[src/rtl/core/upd_pkg.sv]
// Shared types and constants for the URL percent decoder.
package upd_pkg;

	// Most decoded bytes one encoded byte can release
	localparam int unsigned UPD_MAX_BYTES = 3;
	localparam int unsigned UPD_CNT_W = $clog2(UPD_MAX_BYTES + 1);

	// Default depth of the queue between front and back
	localparam int unsigned UPD_QUEUE_DEPTH = 4;

	typedef logic [UPD_CNT_W-1:0] upd_cnt_t;

	// One classified request: the bytes it releases, in order
	typedef struct packed {
		upd_cnt_t                         cnt;
		logic [UPD_MAX_BYTES-1:0][7:0]    data;
		logic                             last;
	} upd_cmd_t;

	// Push side of the queue
	typedef struct packed {
		logic     push;
		upd_cmd_t cmd;
	} upd_push_t;

	// Head side of the queue
	typedef struct packed {
		logic     nonempty;
		upd_cmd_t cmd;
	} upd_head_t;

endpackage

[src/rtl/core/upd_stream_if.sv]
// Valid/ready channel interfaces for encoded and decoded byte streams.
interface upd_in_if;
	logic       valid;
	logic       ready;
	logic [7:0] in_byte;
	logic       in_last;

	modport source (output valid, output in_byte, output in_last, input ready);
	modport sink (input valid, input in_byte, input in_last, output ready);
endinterface

interface upd_out_if;
	logic       valid;
	logic       ready;
	logic [7:0] out_byte;
	logic       out_last;

	modport source (output valid, output out_byte, output out_last, input ready);
	modport sink (input valid, input out_byte, input out_last, output ready);
endinterface

[src/rtl/core/upd_front.sv]
// Front end: accept encoded bytes, track the escape state, build requests.
module upd_front (
	input  logic             clk,
	input  logic             arst_n,
	upd_in_if.sink           rx,
	input  logic             full,
	output upd_pkg::upd_push_t pq
);
	import upd_pkg::*;

	localparam logic [7:0] PCT_CHAR   = 8'h25;
	localparam logic [7:0] PLUS_CHAR  = 8'h2B;
	localparam logic [7:0] SPACE_CHAR = 8'h20;

	typedef enum logic [2:0] {
		PH_IDLE  = 3'b001,
		PH_PCT   = 3'b010,
		PH_DIGIT = 3'b100
	} phase_t;

	phase_t     phase_q, phase_nxt, phase_byte;
	logic [7:0] held_q, held_nxt;
	logic [7:0] b;
	logic       b_hex, b_pct, accept;
	upd_cmd_t   cmd;

	function automatic logic is_hex(input logic [7:0] c);
		is_hex = (c >= 8'h30 && c <= 8'h39) || (c >= 8'h41 && c <= 8'h46) ||
			(c >= 8'h61 && c <= 8'h66);
	endfunction

	function automatic logic [3:0] hex_value(input logic [7:0] c);
		// Letters of either case carry their value minus nine in the low nibble
		hex_value = (c <= 8'h39) ? c[3:0] : c[3:0] + 4'd9;
	endfunction

	// Append one byte to a request
	function automatic upd_cmd_t append(input upd_cmd_t c, input logic [7:0] x);
		upd_cmd_t r;
		r = c;
		case (c.cnt)
			upd_cnt_t'(0): begin
				r.data[0] = x;
				r.cnt = upd_cnt_t'(1);
			end
			upd_cnt_t'(1): begin
				r.data[1] = x;
				r.cnt = upd_cnt_t'(2);
			end
			upd_cnt_t'(2): begin
				r.data[2] = x;
				r.cnt = upd_cnt_t'(3);
			end
			default: r = c;
		endcase
		append = r;
	endfunction

	assign accept   = rx.valid && rx.ready;
	assign rx.ready = !full;

	// Map plus to space before any other decision
	assign b     = (rx.in_byte == PLUS_CHAR) ? SPACE_CHAR : rx.in_byte;
	assign b_hex = is_hex(b);
	assign b_pct = (b == PCT_CHAR);

	// Classify the byte against the held escape prefix
	always_comb begin
		cmd        = '0;
		held_nxt   = held_q;
		phase_byte = PH_IDLE;
		unique case (phase_q)
			PH_PCT: begin
				if (b_hex) begin
					held_nxt   = b;
					phase_byte = PH_DIGIT;
				end else if (b_pct) begin
					cmd        = append(cmd, PCT_CHAR);
					phase_byte = PH_PCT;
				end else begin
					cmd = append(cmd, PCT_CHAR);
					cmd = append(cmd, b);
				end
			end
			PH_DIGIT: begin
				if (b_hex) begin
					cmd = append(cmd, {hex_value(held_q), hex_value(b)});
				end else if (b_pct) begin
					cmd        = append(cmd, PCT_CHAR);
					cmd        = append(cmd, held_q);
					phase_byte = PH_PCT;
				end else begin
					cmd = append(cmd, PCT_CHAR);
					cmd = append(cmd, held_q);
					cmd = append(cmd, b);
				end
			end
			default: begin
				if (b_pct) begin
					phase_byte = PH_PCT;
				end else begin
					cmd = append(cmd, b);
				end
			end
		endcase

		// Flush whatever is still held on the final byte
		phase_nxt = phase_byte;
		if (rx.in_last) begin
			if (phase_byte == PH_PCT) begin
				cmd = append(cmd, PCT_CHAR);
			end else if (phase_byte == PH_DIGIT) begin
				cmd = append(cmd, PCT_CHAR);
				cmd = append(cmd, held_nxt);
			end
			phase_nxt = PH_IDLE;
			cmd.last  = 1'b1;
		end
	end

	assign pq.push = accept && (cmd.cnt != upd_cnt_t'(0));
	assign pq.cmd  = cmd;

	// Advance escape state on each accepted byte
	always_ff @(posedge clk or negedge arst_n) begin
		if (!arst_n) begin
			phase_q <= PH_IDLE;
			held_q  <= '0;
		end else if (accept) begin
			phase_q <= phase_nxt;
			held_q  <= held_nxt;
		end
	end

endmodule

[src/rtl/core/upd_queue.sv]
// Small register queue of classified requests between front and back.
module upd_queue #(
	parameter int unsigned DEPTH = upd_pkg::UPD_QUEUE_DEPTH
) (
	input  logic               clk,
	input  logic               arst_n,
	input  upd_pkg::upd_push_t pq,
	input  logic               pop,
	output logic               full,
	output upd_pkg::upd_head_t hd
);
	import upd_pkg::*;

	localparam int unsigned AW = (DEPTH > 1) ? $clog2(DEPTH) : 1;
	localparam int unsigned CW = $clog2(DEPTH + 1);

	upd_cmd_t        slot_q [DEPTH];
	logic [AW-1:0]   wr_q, rd_q;
	logic [CW-1:0]   cnt_q;
	logic            do_push, do_pop;

	assign full        = (cnt_q == CW'(DEPTH));
	assign hd.nonempty = (cnt_q != '0);
	assign hd.cmd      = slot_q[rd_q];
	assign do_push     = pq.push && !full;
	assign do_pop      = pop && hd.nonempty;

	// Store request at the write pointer
	always_ff @(posedge clk) begin
		if (do_push) begin
			slot_q[wr_q] <= pq.cmd;
		end
	end

	// Advance pointers and fill count
	always_ff @(posedge clk or negedge arst_n) begin
		if (!arst_n) begin
			wr_q  <= '0;
			rd_q  <= '0;
			cnt_q <= '0;
		end else begin
			if (do_push) begin
				wr_q <= (wr_q == AW'(DEPTH - 1)) ? '0 : wr_q + AW'(1);
			end
			if (do_pop) begin
				rd_q <= (rd_q == AW'(DEPTH - 1)) ? '0 : rd_q + AW'(1);
			end
			case ({do_push, do_pop})
				2'b10:   cnt_q <= cnt_q + CW'(1);
				2'b01:   cnt_q <= cnt_q - CW'(1);
				default: cnt_q <= cnt_q;
			endcase
		end
	end

endmodule

[src/rtl/core/upd_back.sv]
// Back end: emit the bytes of the head request one per cycle while the output is ready.
module upd_back (
	input  logic               clk,
	input  logic               arst_n,
	input  upd_pkg::upd_head_t hd,
	output logic               pop,
	upd_out_if.source          tx
);
	import upd_pkg::*;

	upd_cnt_t idx_q;
	logic     at_end, take;

	assign tx.valid = hd.nonempty;
	assign take     = tx.valid && tx.ready;
	assign at_end   = (idx_q == hd.cmd.cnt - upd_cnt_t'(1));
	assign pop      = take && at_end;
	assign tx.out_last = hd.cmd.last && at_end;

	// Select the current byte of the head request
	always_comb begin
		case (idx_q)
			upd_cnt_t'(1): tx.out_byte = hd.cmd.data[1];
			upd_cnt_t'(2): tx.out_byte = hd.cmd.data[2];
			default:       tx.out_byte = hd.cmd.data[0];
		endcase
	end

	// Advance within the request, rewind when it retires
	always_ff @(posedge clk or negedge arst_n) begin
		if (!arst_n) begin
			idx_q <= '0;
		end else if (pop) begin
			idx_q <= '0;
		end else if (take) begin
			idx_q <= idx_q + upd_cnt_t'(1);
		end
	end

endmodule

[src/rtl/core/url_percent_decoder_unit.sv]
// Path: the front end builds a request from each encoded byte combinationally; the queue
// registers it before the back end offers its bytes. Throughput: one encoded byte per cycle
// while the request queue has room; the back end sends one decoded byte per cycle while the
// output is ready, so input keeps flowing behind a broken escape only while the queue has room.
// Reset: arst_n clears the escape state and empties the queue; no memory clearing pass.
module url_percent_decoder_unit #(
	parameter int unsigned QUEUE_DEPTH = upd_pkg::UPD_QUEUE_DEPTH
) (
	input  logic      clk,
	input  logic      arst_n,
	upd_in_if.sink    rx,
	upd_out_if.source tx
);
	import upd_pkg::*;

	upd_push_t pq;
	upd_head_t hd;
	logic      full, pop;

	// Classify incoming bytes
	upd_front u_front (
		.clk    (clk),
		.arst_n (arst_n),
		.rx     (rx),
		.full   (full),
		.pq     (pq)
	);

	// Decouple front and back
	upd_queue #(
		.DEPTH (QUEUE_DEPTH)
	) u_queue (
		.clk    (clk),
		.arst_n (arst_n),
		.pq     (pq),
		.pop    (pop),
		.full   (full),
		.hd     (hd)
	);

	// Emit decoded bytes
	upd_back u_back (
		.clk    (clk),
		.arst_n (arst_n),
		.hd     (hd),
		.pop    (pop),
		.tx     (tx)
	);

endmodule

[src/flat_wrapper.sv]
// flat-port wrapper written by rule: the top's interface ports become plain ports
module url_percent_decoder_unit_flat import upd_pkg::*;
#(
	parameter int unsigned QUEUE_DEPTH = upd_pkg::UPD_QUEUE_DEPTH
)
  (clk, arst_n, rx_valid, rx_in_byte, rx_in_last, rx_ready, tx_valid, tx_out_byte, tx_out_last, tx_ready);
  upd_in_if rx_i ();
  upd_out_if tx_i ();
  input  logic clk;
  input  logic arst_n;
  input wire logic [$bits(rx_i.valid)-1:0] rx_valid;
  input wire logic [$bits(rx_i.in_byte)-1:0] rx_in_byte;
  input wire logic [$bits(rx_i.in_last)-1:0] rx_in_last;
  output wire logic [$bits(rx_i.ready)-1:0] rx_ready;
  output wire logic [$bits(tx_i.valid)-1:0] tx_valid;
  output wire logic [$bits(tx_i.out_byte)-1:0] tx_out_byte;
  output wire logic [$bits(tx_i.out_last)-1:0] tx_out_last;
  input wire logic [$bits(tx_i.ready)-1:0] tx_ready;
  assign rx_i.valid = rx_valid;
  assign rx_i.in_byte = rx_in_byte;
  assign rx_i.in_last = rx_in_last;
  assign rx_ready = rx_i.ready;
  assign tx_valid = tx_i.valid;
  assign tx_out_byte = tx_i.out_byte;
  assign tx_out_last = tx_i.out_last;
  assign tx_i.ready = tx_ready;
  url_percent_decoder_unit #(.QUEUE_DEPTH(QUEUE_DEPTH)) u_core (.clk(clk), .arst_n(arst_n), .rx(rx_i), .tx(tx_i));
endmodule
[config.mk]
export PLATFORM = sky130hd
export DESIGN_NAME = url_percent_decoder_unit_flat
export DESIGN_NICKNAME = d
export VERILOG_FILES = /design/src/rtl/core/upd_pkg.sv /design/src/rtl/core/upd_stream_if.sv /design/src/rtl/core/upd_front.sv /design/src/rtl/core/upd_queue.sv /design/src/rtl/core/upd_back.sv /design/src/rtl/core/url_percent_decoder_unit.sv /design/src/flat_wrapper.sv
export SDC_FILE = /design/constraint.sdc
export NUM_CORES = 1
export LEC_CHECK = 0
export BUFFER_PORTS_ARGS = -buffer_cell sky130_fd_sc_hd__buf_4
export CAP_MARGIN = 5
export CORE_MARGIN = 2
export CORE_UTILIZATION = 34
export CTS_BUF_LIST = sky130_fd_sc_hd__clkbuf_16
export DETAILED_ROUTE_END_ITERATION = 6
export GPL_TIMING_DRIVEN = 1
export PLACE_DENSITY = 0.53
export SLEW_MARGIN = 10
export SYNTH_ARGS = -nofsm -noshare
export SYNTH_HDL_FRONTEND = slang
export SYNTH_SLANG_ARGS = --single-unit
[constraint.sdc]
create_clock -name clk -period 4.1 [get_ports clk]
set_input_delay 0.205 -clock clk [delete_from_list [all_inputs] [get_ports clk]]
set_output_delay 0.205 -clock clk [all_outputs]
set_load 0.03 [all_outputs]
### Word-level counts from Yosys, hierarchy flattened

Memories as Yosys holds them, arrays and structs flattened.
Cells that the tools add are included.

| storage, ports and cells | value |
|---|---|
| register bits after elaboration | 20 |
| memory bits (writable) | 108 |
| input port bits | 13 |
| output and inout bits | 11 |
| word-level logic and storage cells | 135 |
| memories | 1 |

Memory list:

| name | depth | width | rd ports | clocked after Yosys merged registers in | wr ports | line | text |
|---|---|---|---|---|---|---|---|
| u_core.u_queue.slot_q | 4 | 27 | 1 | 0 | 1 | upd_queue.sv:17 | `upd_cmd_t slot_q [DEPTH];` |

| operators by class | value |
|---|---|
| add/subtract/negate cells | 8 |
| order comparisons | 7 |
| eq/ne operators | 26 |
| muxes and demuxes | 64 |
| reductions and logical operators | 23 |

Operators with widths:

| cell | count |
|---|---|
| two-way mux 27 bit | 7 |
| two-way mux 8 bit | 21 |
| one-hot mux 27 bit (2 select lines) | 1 |
| two-way mux 2 bit | 19 |
| one-hot mux 2 bit (3 select lines) | 6 |
| two-way mux 26 bit | 1 |
| equality test 2 bit (second input constant) | 10 |
| equality test 2 x 1 -> 1 bit (second input constant) | 8 |
| equality test 8 x 6 -> 1 bit (second input constant) | 2 |
| >= comparator 8 x 7 -> 1 bit (second input constant) | 2 |
| less-or-equal comparator 8 x 6 -> 1 bit (second input constant) | 2 |
| less-or-equal comparator 8 x 7 -> 1 bit (second input constant) | 2 |
| one-hot mux 8 bit (2 select lines) | 1 |
| logical NOT 2 bit | 6 |
| one-hot mux 3 bit (2 select lines) | 2 |
| logical AND 1 bit | 10 |
| equality test 3 bit (second input constant) | 3 |
| adder 4 bit (second input constant) | 2 |
| >= comparator 8 x 6 -> 1 bit (second input constant) | 1 |
| two-way mux 4 bit | 2 |
| adder 2 x 1 -> 2 bit (second input constant) | 3 |
| equality test 3 x 2 -> 1 bit (second input constant) | 2 |
| two-way mux 3 bit | 2 |
| nonzero test 2 bit | 3 |
| 8 further kinds | 10 |

### Depth between registers and ports, before layout

Gate-level depths: netlist of run 1.

| depth | value |
|---|---|
| depth after elaboration | 33 |
| mapped depth | 14 |
| mapped depth without buffers | 13 |

### Modules after synthesis

A second synthesis of run 1 with hierarchy kept.

| second synthesis, totals | value |
|---|---|
| cells, all modules | 387 |
| area, all modules | 5,888.1 µm² |

Modules (own cells, without submodules):

| module | times used | cells an instance | area each (µm²) | seq. area each (µm²) |
|---|---|---|---|---|
| upd_queue | 1 | 182 | 4,347.9 | 3,418.3 |
| upd_front | 1 | 155 | 1,202.4 | 276.5 |
| upd_back | 1 | 50 | 337.8 | 50.0 |

### Worst setup path after synthesis of run 1

OpenSTA, ideal clock, no wires.

| path | value |
|---|---|
| path kind | register -> register |
| start | reg u_core.u_front.phase_q[2] |
| end | mem u_core.u_queue.slot_q[0][0] (netlist bit) (enable) |
| library setup time | 411 ps |
| arrival | 2,713 ps |
| required time | 3,689 ps |
| path slack | 976 ps |
| cell stages (with the launch flop) | 6 |
| path buffers | 0 |
| clock period less this slack | 3,124 ps |
| path through | dfrtp_1 or3b_2 and3_1 o22ai_1 a21oi_1 nor2_1 |

| on the way | value |
|---|---|
| cells in the longest elaborated chain, start to end | 17 |
| elaborated cells between the ends (all ways) | 25 |
| classes of those cells | eq/ne (8); mux (12); reduce/logical (5) |

Ends and longest elaborated chain:

| element | line | text |
|---|---|---|
| start, declared | upd_front.sv:21 | `phase_t phase_q, phase_nxt, phase_byte;` |
| start signal, assigned | upd_front.sv:130 | `phase_q <= phase_nxt;` |
| equality test 3 bit / equality test 3 x 2 -> 1 bit (equally long branches) | upd_front.sv:72 | `unique case (phase_q)` |
| one-hot mux 27 bit (2 select lines) | upd_front.sv:72 |  |
| equality test 2 bit, or another cell as far along | upd_front.sv:41 | `case (c.cnt)` |
| one-hot mux 2 bit (3 select lines) | upd_front.sv:41 |  |
| two-way mux 2 bit | upd_front.sv:112 | `end else if (phase_byte == PH_DIGIT) begin` |
| two-way mux 2 bit | upd_front.sv:110 | `if (phase_byte == PH_PCT) begin` |
| two-way mux 2 bit | upd_front.sv:109 | `if (rx.in_last) begin` |
| equality test 2 bit, or another cell as far along | upd_front.sv:41 |  |
| one-hot mux 2 bit (3 select lines) | upd_front.sv:41 |  |
| two-way mux 27 bit | upd_front.sv:112 |  |
| two-way mux 27 bit | upd_front.sv:110 |  |
| two-way mux 27 bit (*) | upd_front.sv:109 |  |
| nonzero test 2 bit (*) | upd_front.sv:121 | `assign pq.push = accept && (cmd.cnt != upd_cnt_t'(0));` |
| logical AND 1 bit (*) | upd_front.sv:121 |  |
| logical AND 1 bit (*) | upd_queue.sv:25 | `assign do_push = pq.push && !full;` |
| two-way mux 1 bit (*) | upd_queue.sv:30 | `if (do_push) begin` |
| two-way mux 1 bit (not written as such) (*) | upd_queue.sv:31 | `slot_q[wr_q] <= pq.cmd;` |
| end, declared | upd_queue.sv:17 |  |

Every way passes the cells marked *; elsewhere a longest branch is shown, timed or not. The select of a mux whose other input is x is not followed.

### Worst setup path after layout of run 1

| path | value |
|---|---|
| start | reg u_core.u_front.phase_q[2] |
| end | reg u_core.u_queue.cnt_q[2] |

| on the way | value |
|---|---|
| cells in the longest elaborated chain, start to end | 17 |
| elaborated cells between the ends (all ways) | 27 |
| classes of those cells | eq/ne (10); mux (11); reduce/logical (6) |

Ends and longest elaborated chain:

| element | line | text |
|---|---|---|
| equality test 3 bit / equality test 3 x 2 -> 1 bit (equally long branches) | upd_front.sv:72 |  |
| one-hot mux 27 bit (2 select lines) | upd_front.sv:72 |  |
| equality test 2 bit, or another cell as far along | upd_front.sv:41 |  |
| one-hot mux 2 bit (3 select lines) | upd_front.sv:41 |  |
| two-way mux 2 bit | upd_front.sv:112 |  |
| two-way mux 2 bit | upd_front.sv:110 |  |
| two-way mux 2 bit | upd_front.sv:109 |  |
| equality test 2 bit, or another cell as far along | upd_front.sv:41 |  |
| one-hot mux 2 bit (3 select lines) | upd_front.sv:41 |  |
| two-way mux 27 bit | upd_front.sv:112 |  |
| two-way mux 27 bit | upd_front.sv:110 |  |
| two-way mux 27 bit (*) | upd_front.sv:109 |  |
| nonzero test 2 bit (*) | upd_front.sv:121 |  |
| logical AND 1 bit (*) | upd_front.sv:121 |  |
| logical AND 1 bit (*) | upd_queue.sv:25 |  |
| equality test 2 x 1 -> 1 bit / equality test 2 bit (equally long branches) | upd_queue.sv:48 | `case ({do_push, do_pop})` |
| one-hot mux 3 bit (2 select lines) / nonzero test 2 bit (equally long branches) | - |  |
| end signal, assigned | upd_queue.sv:49 | `2'b10: cnt_q <= cnt_q + CW'(1);` |
| end signal, assigned | upd_queue.sv:50 | `2'b01: cnt_q <= cnt_q - CW'(1);` |
| end signal, assigned | upd_queue.sv:51 | `default: cnt_q <= cnt_q;` |
| end, declared | upd_queue.sv:19 | `logic [CW-1:0] cnt_q;` |

Marked as above.
A chain may end at the register's enable or synchronous reset.

==> results.ini, run 1 <==
[logic_synthesis]
avgSynthCellArea_sq_um = 15.1
synth.top_cell.area_share = 0.551
synth_area_leader_cell = edfxtp_1
syn_inst = 390
synth_seq_cells = 128
seq_area_frac_synth = 0.636
yosys_most_used_dff = edfxtp_1
synth_commonest_cells = 108 x edfxtp_1, 33 x nand2_1, 27 x mux4_2, 20 x nor2_1, 19 x dfrtp_1
synth_nets = 417
synthArstFlopShare = 0.156
yosysMostFrequentCell = edfxtp_1
synth-edff-count = 108
yosysWarnings = 0
synth_cell_types = 59
syn_area_sq_um = 5890
synth_area_leaders = edfxtp_1 55%, mux4_2 10%, dfrtp_1 8.1%

[routing]
first_pass_iters = 4
routed_wl_mm = 13.0
routed_via_density = 5.22
drt-initial-drc-count = 295
wl_per_cell_um = 19.7
final_antenna_net_count = 0
post-route-drc-count = 0
vias = 3454

[global_routing]
antenna_found_initial = 0
grtUsageTotal = 0.154
first_global_vias = 3612
grt_pass1_wl_mm = 20.7
grt_max_degree = 28
grt-ovfl-total = 0

[cts]
clkTransAtPathRegs_ns = 0.05
root_buffer = clkbuf_16
numCtsBuffers = 17
worst_skew_pair.late_latency_ns = 0.41
cts_buffer_depth = 2
cts_tree = done
clkSinkCount = 128
cts_setup_buffers = 0
hold_buffers = 1
htree_num_levels = 4
cts_resized = 0

[placed_design]
port-buffer-count = 23
dp_hpwl_mm = 8.43
place_congestion = 0.874
postPlaceCellArea_sq_um = 6340

[timing]
tightest_slew_ns = 0.804
slew_headroom = 0.463
finalSetupTns_ns = 0
slew_viol_final = 0
min_period_ns = 3.15
min_period_over_period = 0.767
fin_skew_ns = 0.0100
fmax_mhz = 318
final-hold-violation-count = 0
setup_violations = 0
hold-worst-slack_ns = 0.111
rsz0062_at_grt = no

[floorplanning]
die_h_um = 136
rows = 48
core_area_sq_um = 17100
die_area_sq_um = 18400
io-pin-count = 24
die_w_um = 136
initial_core_util = 0.344

[layout]
diodes = 0
final_area_sq_um = 6910
area_delta_synth_final_pct = 17.3
fin_nets = 451
layout-drive-gt1-share = 0.238

[critical_path]
crit_required_ns = 4.42
crit_arrival_ns = 3.47
worstSetupEndpointType = flip-flop
critPathMaxFanout = 8
path_class = flip-flop to flip-flop
start_kind = flip-flop

[outcome]
outcome = finished clean

[job]
cap_violations = 0

[pwr]
finalPower_w = 0.00470
cellLeakagePower_nw = 2.50
peakVddDrop_uv = 353
power.density_nw_per_um2 = 680

[hold_path]
hp-class = input pin to flip-flop

## final timing paths
path / startpoint / endpoint / slack (ns) / cells after the start
worst max-delay path: u_core.u_front.phase_q[2] / u_core.u_queue.cnt_q[2] / 0.95 / 11
worst min register to register: u_core.u_queue.cnt_q[2] / u_core.u_queue.cnt_q[2] / 0.49 / 1
worst max register to register: u_core.u_front.phase_q[2] / u_core.u_queue.cnt_q[2] / 0.95 / 11
min in group asynchronous: arst_n / u_core.u_back.idx_q[1] / 0.23 / 2
worst min-delay path: rx_in_byte[4] / u_core.u_front.held_q[4] / 0.11 / 2
max in group asynchronous: arst_n / u_core.u_front.phase_q[0] / 3.59 / 2
## power by group
group          switching (W)  leakage [nW]  internal [W]
registers           0.000100          1.26       0.00168
clock network       0.000521         0.285      0.000879
logic               0.000891         0.958      0.000623
## cell families after synthesis
kind of cell	synth area share
compound gates	0.0884
xor+xnor	0.0119
fa+ha+maj	0.0310
buf+inv	0.0212
flops	0.636
mux	0.123
simple gates	0.0882
## cell type report
type	count	area, sq um
repair buffers	31	235
multi-input cells	230	2030
inverters	16	60.1
flip-flops and latches	128	3750
clock inverters	15	130
fillers	1573	10200
clock buffers	17	425
well taps	225	282
## state kept, by name, summed over array words and instances, names as in the netlist
signal / count
u_core.u_queue.slot_q: 108
u_core.u_front.held_q: 8
u_core.u_front.phase_q: 3
u_core.u_queue.cnt_q: 3
u_core.u_back.idx_q: 2
u_core.u_queue.rd_q: 2
u_core.u_queue.wr_q: 2
## cell usage in the layout, fill, tap and decap left out, drive strengths merged, types with 6 or more instances in the layout
master	count
xnor2	6
mux4	27
clkinv	7
inv	21
mux2	7
nor2	21
ha	13
a22o	7
buf	30
edfxtp	108
nand2	33
clkbuf	17
dfrtp	19
o21ai	18
a22oi	10
nor3	7
a21oi	7
## critical path, stage by stage, from the launching register on
cell      delay (ns)
dfrtp_1         0.44
or3b_2          0.52
a21oi_1         0.19
o22ai_1         0.21
a21oi_1         0.47
nand2b_1        0.18
ha_1            0.18
inv_1           0.07
fa_1            0.42
xor2_1          0.15
nor2_1          0.11
xor2_1          0.14
## metal layers
| layer | wire length [um] | up-vias | part of all wire | GRT usage |
|---|---|---|---|---|
| met5 | 0 | - | 0 | 0 |
| met4 | 133 | 0 | 0.010 | 0.0550 |
| met3 | 828 | 8 | 0.064 | 0.0385 |
| met2 | 6200 | 85 | 0.48 | 0.238 |
| met1 | 5850 | 1766 | 0.45 | 0.212 |
| li1 | - | 1595 | - | - |
## per-stage QoR
stage | worst slack [ns] | std cells | util
after floorplan | 0.976 | 390 | -
after global placement | 0.767 | 629 | 0.371
after detailed placement | 0.727 | 629 | 0.371
after CTS | 0.945 | 662 | 0.404
after global routing | 0.738 | 662 | 0.404
final | 0.955 | 662 | 0.404
Note: power is estimated with default switching activity, not from simulation.
==> run 2: changes to the inputs <==
--- a/config.mk
+++ b/config.mk
@@ -5,6 +5,7 @@
 export SDC_FILE = /design/constraint.sdc
 export NUM_CORES = 1
 export LEC_CHECK = 0
+export ABC_AREA = 1
 export BUFFER_PORTS_ARGS = -buffer_cell sky130_fd_sc_hd__buf_4
 export CAP_MARGIN = 5
 export CORE_MARGIN = 2
@@ -12,7 +13,7 @@
 export CTS_BUF_LIST = sky130_fd_sc_hd__clkbuf_16
 export DETAILED_ROUTE_END_ITERATION = 6
 export GPL_TIMING_DRIVEN = 1
-export PLACE_DENSITY = 0.53
+export PLACE_DENSITY = 0.55
 export SLEW_MARGIN = 10
 export SYNTH_ARGS = -nofsm -noshare
 export SYNTH_HDL_FRONTEND = slang
==> constraint.sdc (replaced) <==
create_clock -name clk -period 2.8 [get_ports clk]
set_input_delay 0.14 -clock clk [delete_from_list [all_inputs] [get_ports clk]]
set_output_delay 0.14 -clock clk [all_outputs]
set_load 0.03 [all_outputs]
==> results.ini, run 2 <==
[routing]
routed_wl_mm = 14.8
final_antenna_net_count = 0
first_pass_iters = 5
post-route-drc-count = 0
wl_per_cell_um = 17.0
vias = 4394
drt-initial-drc-count = 369
routed_via_density = 5.04

[floorplanning]
core_area_sq_um = 17800
io-pin-count = 24
die_h_um = 138
initial_core_util = 0.343
die_area_sq_um = 19000
die_w_um = 138
rows = 49

[cts]
clkSinkCount = 128
numCtsBuffers = 17
cts_tree = done
root_buffer = clkbuf_16
htree_num_levels = 4
worst_skew_pair.late_latency_ns = 0.42
cts_setup_buffers = 0
clkTransAtPathRegs_ns = 0.06
cts_buffer_depth = 2

[layout]
diodes = 0
top_regs = u_core.u_queue.slot_q: 108 flops, u_core.u_front.held_q: 8 flops
area_delta_synth_final_pct = 18.5
layout-drive-gt1-share = 0.168
final_cell_mix = 119 x nand2_1, 108 x edfxtp_1, 63 x nor2_1, 50 x nand3_1, 48 x o21ai_0
largest-register = u_core.u_queue.slot_q
final_area_sq_um = 7240
fin_nets = 656
largest_reg_flops = 108
layout_commonest_cell = nand2_1

[critical_path]
crit_arrival_ns = 2.92
crit_chain = dlygate4sd3_1 -> buf_4 -> inv_2 -> nand2_1 -> nor2_4 -> nand2_4 -> o21ai_2 -> nand2_1 -> inv_2 -> nand4_2 -> nand2_4 -> ha_1 -> inv_1 -> fa_1 -> a21oi_1 -> o21ai_0 -> xor2_1
crit_slowest_cell = dlygate4sd3_1
critPathMaxFanout = 8
worstSetupEndpointType = flip-flop
critPathBufInv = 5
crit_required_ns = 3.09
path_class = input pin to flip-flop
critPathTopFamily = buffers and inverters
start_kind = input pin
slowest_delay_ns = 0.54

[timing]
final-hold-violation-count = 0
tightest_slew_ns = 0.836
fin_skew_ns = 0.00645
setup_violations = 0
slew_headroom = 0.438
min_period_over_period = 0.939
setup_ws_ns = 0.171
hold-worst-slack_ns = 0.0304
rsz0062_at_grt = no
slew_viol_final = 0
fmax_mhz = 380
finalSetupTns_ns = 0
min_period_ns = 2.63

[hold_path]
hp-class = input pin to flip-flop

[logic_synthesis]
syn_area_sq_um = 6110
synth_cell_types = 43
synth_commonest_cells = 119 x nand2_1, 108 x edfxtp_1, 67 x nor2_1, 50 x nand3_1, 48 x o21ai_0
synth_area_leader_cell = edfxtp_1
synth_area_leaders = edfxtp_1 53%, dfrtp_1 7.8%, nand2_1 7.3%
yosysWarnings = 0
synthArstFlopShare = 0.156
synth_seq_cells = 128
synth_nets = 620
yosysMostFrequentCell = nand2_1
avgSynthCellArea_sq_um = 10.3
synth.top_cell.area_share = 0.531
yosys_most_used_dff = edfxtp_1
syn_inst = 593
synth-edff-count = 108
seq_area_frac_synth = 0.613

[pwr]
peakVddDrop_uv = 446
finalPower_w = 0.00742
cellLeakagePower_nw = 2.75
power.density_nw_per_um2 = 1020

[global_routing]
grt_pass1_wl_mm = 23.7
grtUsageTotal = 0.160
first_global_vias = 4240
antenna_found_initial = 0
grt-ovfl-total = 0
grt_max_degree = 49

[placed_design]
place_congestion = 0.897
pre_cts_slack_ns = 0.142
port-buffer-count = 23
postPlaceCellArea_sq_um = 6610
dp_hpwl_mm = 9.78

[job]
cap_violations = 0

[outcome]
outcome = finished clean

-- run 2: changes by cell type after synthesis, moves of 21 or more --
cell | previous run | this run
o21ai_0 | 18 | 48
nor2_1 | 20 | 67
mux4_2 | 27 | 0
inv_1 | 16 | 37
nand2_1 | 33 | 119
nand3_1 | 5 | 50
-- run 2: cell type report --
type	instances	area (sq um)
Timing Repair Buffer	40	358
Multi-Input combinational cell	394	2070
Inverter	48	183
Clock buffer	17	425
Clock inverter	15	169
Tap cell	229	287
Sequential cell	128	3740
Fill cell	1748	10500
-- run 2: kinds of logic (layout without fill, tap and decap cells) --
family                   Yosys count  after routing  synth area share
XOR/XNOR                           4              4           0.00574
adder cells (fa/ha/maj)           14             14            0.0299
buffers and inverters             71            120            0.0496
AO/OA/AOI/OAI                    112            112             0.108
AND/OR/NAND/NOR                  264            264             0.194
flip-flops                       128            128             0.613
-- run 2: final timing paths --
check	from	endpoint	slack [ns]	cells past startpoint
setup / recovery	rx_in_byte[6]	u_core.u_queue.cnt_q[2]	0.17	17
hold / removal	tx_ready	u_core.u_back.idx_q[0]	0.03	4
setup reg to reg	u_core.u_front.phase_q[0]	u_core.u_queue.cnt_q[2]	0.23	14
hold reg to reg	u_core.u_queue.cnt_q[0]	u_core.u_queue.cnt_q[0]	0.47	1
max in group asynchronous	arst_n	u_core.u_front.phase_q[0]	2.39	2
min in group asynchronous	arst_n	u_core.u_front.held_q[4]	0.13	2
-- run 2: what timing repair did --
action | 4_1_cts | 5_1_grt
setup endpoints to repair | 0 | 1
hold endpoints to repair | 25 | 0
hold buffers | 3 | 0
gates resized for setup | 0 | 1
-- run 2: power by group --
group	internal, W	switching (W)	leakage [nW]	total, W
Sequential	0.00245	0.000129	1.26	0.00258
Clock	0.00139	0.000814	0.282	0.00220
Combinational	0.000861	0.00177	1.21	0.00263
-- run 2: worst reg2reg max path: stages, from the launching register on --
cell	delay, ns
dfstp_2	0.57
nor2_2	0.05
nand2_2	0.16
inv_2	0.10
nand2_1	0.07
nand2_1	0.07
inv_2	0.09
nand4_2	0.14
nand2_4	0.15
ha_1	0.16
inv_1	0.07
fa_1	0.43
a21oi_1	0.14
o21ai_0	0.12
xor2_1	0.15
-- run 2: routing by layer --
metal | wire length (um) | up-vias | part of all wire | GRT usage
li1 | - | 2146 | - | -
met1 | 6910 | 2128 | 0.47 | 0.215
met2 | 7030 | 96 | 0.47 | 0.258
met3 | 541 | 24 | 0.037 | 0.0326
met4 | 330 | 0 | 0.022 | 0.0623
met5 | 0 | - | 0 | 0
-- run 2: stage by stage --
| stage | std cells | util |
|---|---|---|
| floorplan | 593 | - |
| CTS | 871 | 0.407 |
| global placement | 836 | 0.372 |
| global route | 871 | 0.407 |
| detailed placement | 836 | 0.372 |
| finish | 871 | 0.407 |
==> run 3: changes to the inputs <==
--- a/config.mk
+++ b/config.mk
@@ -12,9 +12,10 @@
 export CORE_UTILIZATION = 34
 export CTS_BUF_LIST = sky130_fd_sc_hd__clkbuf_16
 export DETAILED_ROUTE_END_ITERATION = 6
-export GPL_TIMING_DRIVEN = 1
+export GPL_TIMING_DRIVEN = 0
 export PLACE_DENSITY = 0.55
 export SLEW_MARGIN = 10
 export SYNTH_ARGS = -nofsm -noshare
 export SYNTH_HDL_FRONTEND = slang
+export SYNTH_HIERARCHICAL = 1
 export SYNTH_SLANG_ARGS = --single-unit
==> results.ini, run 3 <==
[critical_path]
crit_required_ns = 3.10
regToRegEndpoint = u_core/u_queue/cnt_q[2]
critPathMaxFanout = 10
path_class = flip-flop to flip-flop
worst_r2r_path_depth = 18
r2r-start = u_core/u_queue/rd_q[0]
reg2reg_slack_ns = 0.20
worstSetupEndpointType = flip-flop
crit_path_start = u_core/u_queue/rd_q[0]
crit_arrival_ns = 2.91
start_kind = flip-flop
worstSetupEndpoint = u_core/u_queue/cnt_q[2]

[timing]
finalSetupTns_ns = 0
setup_ws_ns = 0.197
fmax_mhz = 384
slew_headroom = 0.478
min_period_over_period = 0.930
final-hold-violation-count = 0
min_period_ns = 2.60
tightest_slew_ns = 0.778
slew_viol_final = 0
fin_skew_ns = 0.0108
hold-worst-slack_ns = 0.0807
setup_violations = 0

[global_routing]
first_global_vias = 4570
grt_max_degree = 22
grt-ovfl-total = 0
antenna_found_initial = 1
grtUsageTotal = 0.169
grt_pass1_wl_mm = 25.4

[cts]
htree_num_levels = 4
numCtsBuffers = 17
cts_tree = done
root_buffer = clkbuf_16
clkTransAtPathRegs_ns = 0.06
cts_buffer_depth = 2
worst_skew_pair.late_latency_ns = 0.42
clkSinkCount = 128

[layout]
area_delta_synth_final_pct = 19.1
diodes = 0
fin_util = 0.415
final_cell_mix = 180 x nand2_1, 111 x inv_1, 108 x edfxtp_1, 60 x o211ai_1, 35 x nand3_1
largest-register = u_core/u_queue/slot_q
final_area_sq_um = 7810
top_regs = u_core/u_queue/slot_q: 108 flops, u_core/u_front/held_q: 8 flops
layout-drive-gt1-share = 0.175
fillers = 1805
layout_commonest_cell = nand2_1
fin_nets = 751
largest_reg_flops = 108

[pwr]
cellLeakagePower_nw = 3.34
power.density_nw_per_um2 = 994
peakVddDrop_uv = 482

[logic_synthesis]
synth_nets = 700
avgSynthCellArea_sq_um = 9.75
syn_area_sq_um = 6560
synth_area_leaders = edfxtp_1 49%, nand2_1 10%, dfrtp_1 7.2%
synth_commonest_cells = 182 x nand2_1, 111 x inv_1, 108 x edfxtp_1, 60 x o211ai_1, 35 x nand3_1
yosysWarnings = 6
syn_inst = 673
synth_seq_cells = 128
synth_area_leader_cell = edfxtp_1
yosysMostFrequentCell = nand2_1
synthArstFlopShare = 0.156
synth.top_cell.area_share = 0.494
synth_cell_types = 37
seq_area_frac_synth = 0.571
synth-edff-count = 108
yosys_most_used_dff = edfxtp_1

[floorplanning]
initial_core_util = 0.348
core_area_sq_um = 18800
io-pin-count = 24
die_h_um = 143
die_w_um = 143
die_area_sq_um = 20400
rows = 50

[routing]
routed_wl_mm = 16.3
vias = 4732
post-route-drc-count = 0
first_pass_iters = 5
routed_via_density = 4.75
wl_per_cell_um = 16.3
final_antenna_net_count = 0
drt-initial-drc-count = 302

[outcome]
outcome = finished clean

[placed_design]
postPlaceCellArea_sq_um = 7190
pre_cts_slack_ns = -0.0896
place_congestion = 0.884
dp_hpwl_mm = 11.6
port-buffer-count = 23

[hold_path]
hp-class = input pin to flip-flop

[job]
cap_violations = 0

## run 3: changes by cell type in the layout (fill, tap and decap cells not counted), sizes merged, moves of 3 or more
cell    change
nor2       -33
o21ai      -43
a21oi      +11
nand3      -13
o211ai     +58
nand2      +63
a31oi      -10
buf        +17
inv        +73
o22ai      -17
clkinv      -3
## run 3: critical path, cell delays in order, from the launching register on
cell,delay (ns)
dfrtp_1,0.41
buf_8,0.17
buf_6,0.15
o211ai_1,0.18
nand2_1,0.09
nand2_1,0.10
nand2_1,0.07
nand2_2,0.07
nand2_4,0.07
nor2_4,0.12
nand2_2,0.08
inv_1,0.07
ha_2,0.17
inv_1,0.06
fa_1,0.39
nand2_1,0.09
nand3_1,0.08
nand2_1,0.06
nand2_1,0.05
## run 3: kinds of logic (layout without fill, tap and decap cells)
| logic type | count (synthesis) | after routing | synth area share |
|---|---|---|---|
| adders and majority gates | 14 | 14 | 0.0278 |
| and+or+nand+nor | 281 | 281 | 0.188 |
| AOI/OAI and AO/OA | 106 | 106 | 0.109 |
| DFF | 128 | 128 | 0.571 |
| buffers and inverters | 142 | 205 | 0.101 |
| xor gates and xnor gates | 2 | 2 | 0.00267 |
## run 3: how the worst min path moves through the flow
stage	startpoint	endpoint	slack, ns	cells after the start
floorplan	arst_n	u_core/u_back/idx_q[0]	-0.16	0
global placement	arst_n	u_core/u_front/held_q[4]	0.03	1
detailed placement	arst_n	u_core/u_front/held_q[3]	0.04	1
CTS	tx_ready	u_core/u_back/idx_q[0]	0.02	4
global route	rx_in_byte[6]	u_core/u_front/held_q[6]	0.08	3
finish	rx_in_byte[4]	u_core/u_front/held_q[4]	0.08	3
## run 3: power breakdown
group | internal [W] | switching, W | total [W]
Combinational | 0.00110 | 0.00208 | 0.00318
Clock | 0.00121 | 0.000808 | 0.00202
Sequential | 0.00245 | 0.000116 | 0.00257
## run 3: per-layer routing
metal	wire length, um	GRT usage	up-vias
met5	0	0	-
met4	285	0.0651	0
met3	772	0.0325	22
met2	7520	0.265	124
met1	7680	0.231	2231
li1	-	-	2355
## run 3: cell type report
class | instances | area (sq um) | share of cell area
Clock inverter | 14 | 118 | 0.0151
Inverter | 118 | 445 | 0.0570
Buffer | 24 | 221 | 0.0284
Multi-Input combinational cell | 403 | 2220 | 0.284
Sequential cell | 128 | 3740 | 0.479
Clock buffer | 17 | 425 | 0.0545
Timing Repair Buffer | 32 | 315 | 0.0404
Tap cell | 260 | 325 | 0.0416
## run 3: timing repair
item / in CTS / in global routing
hold buffers: 1 / 0
pin swaps: 0 / 4
endpoints found under the setup margin: 1 / 45
resized for setup: 1 / 8
setup buffers: 0 / 4
hold endpoints to repair: 20 / 0
## run 3: through the flow
stage,instances,total power (W)
floorplan,673,0.00461
global placement,956,0.00559
detailed placement,960,0.00574
CTS,992,0.00778
global route,996,0.00824
finish,996,0.00776
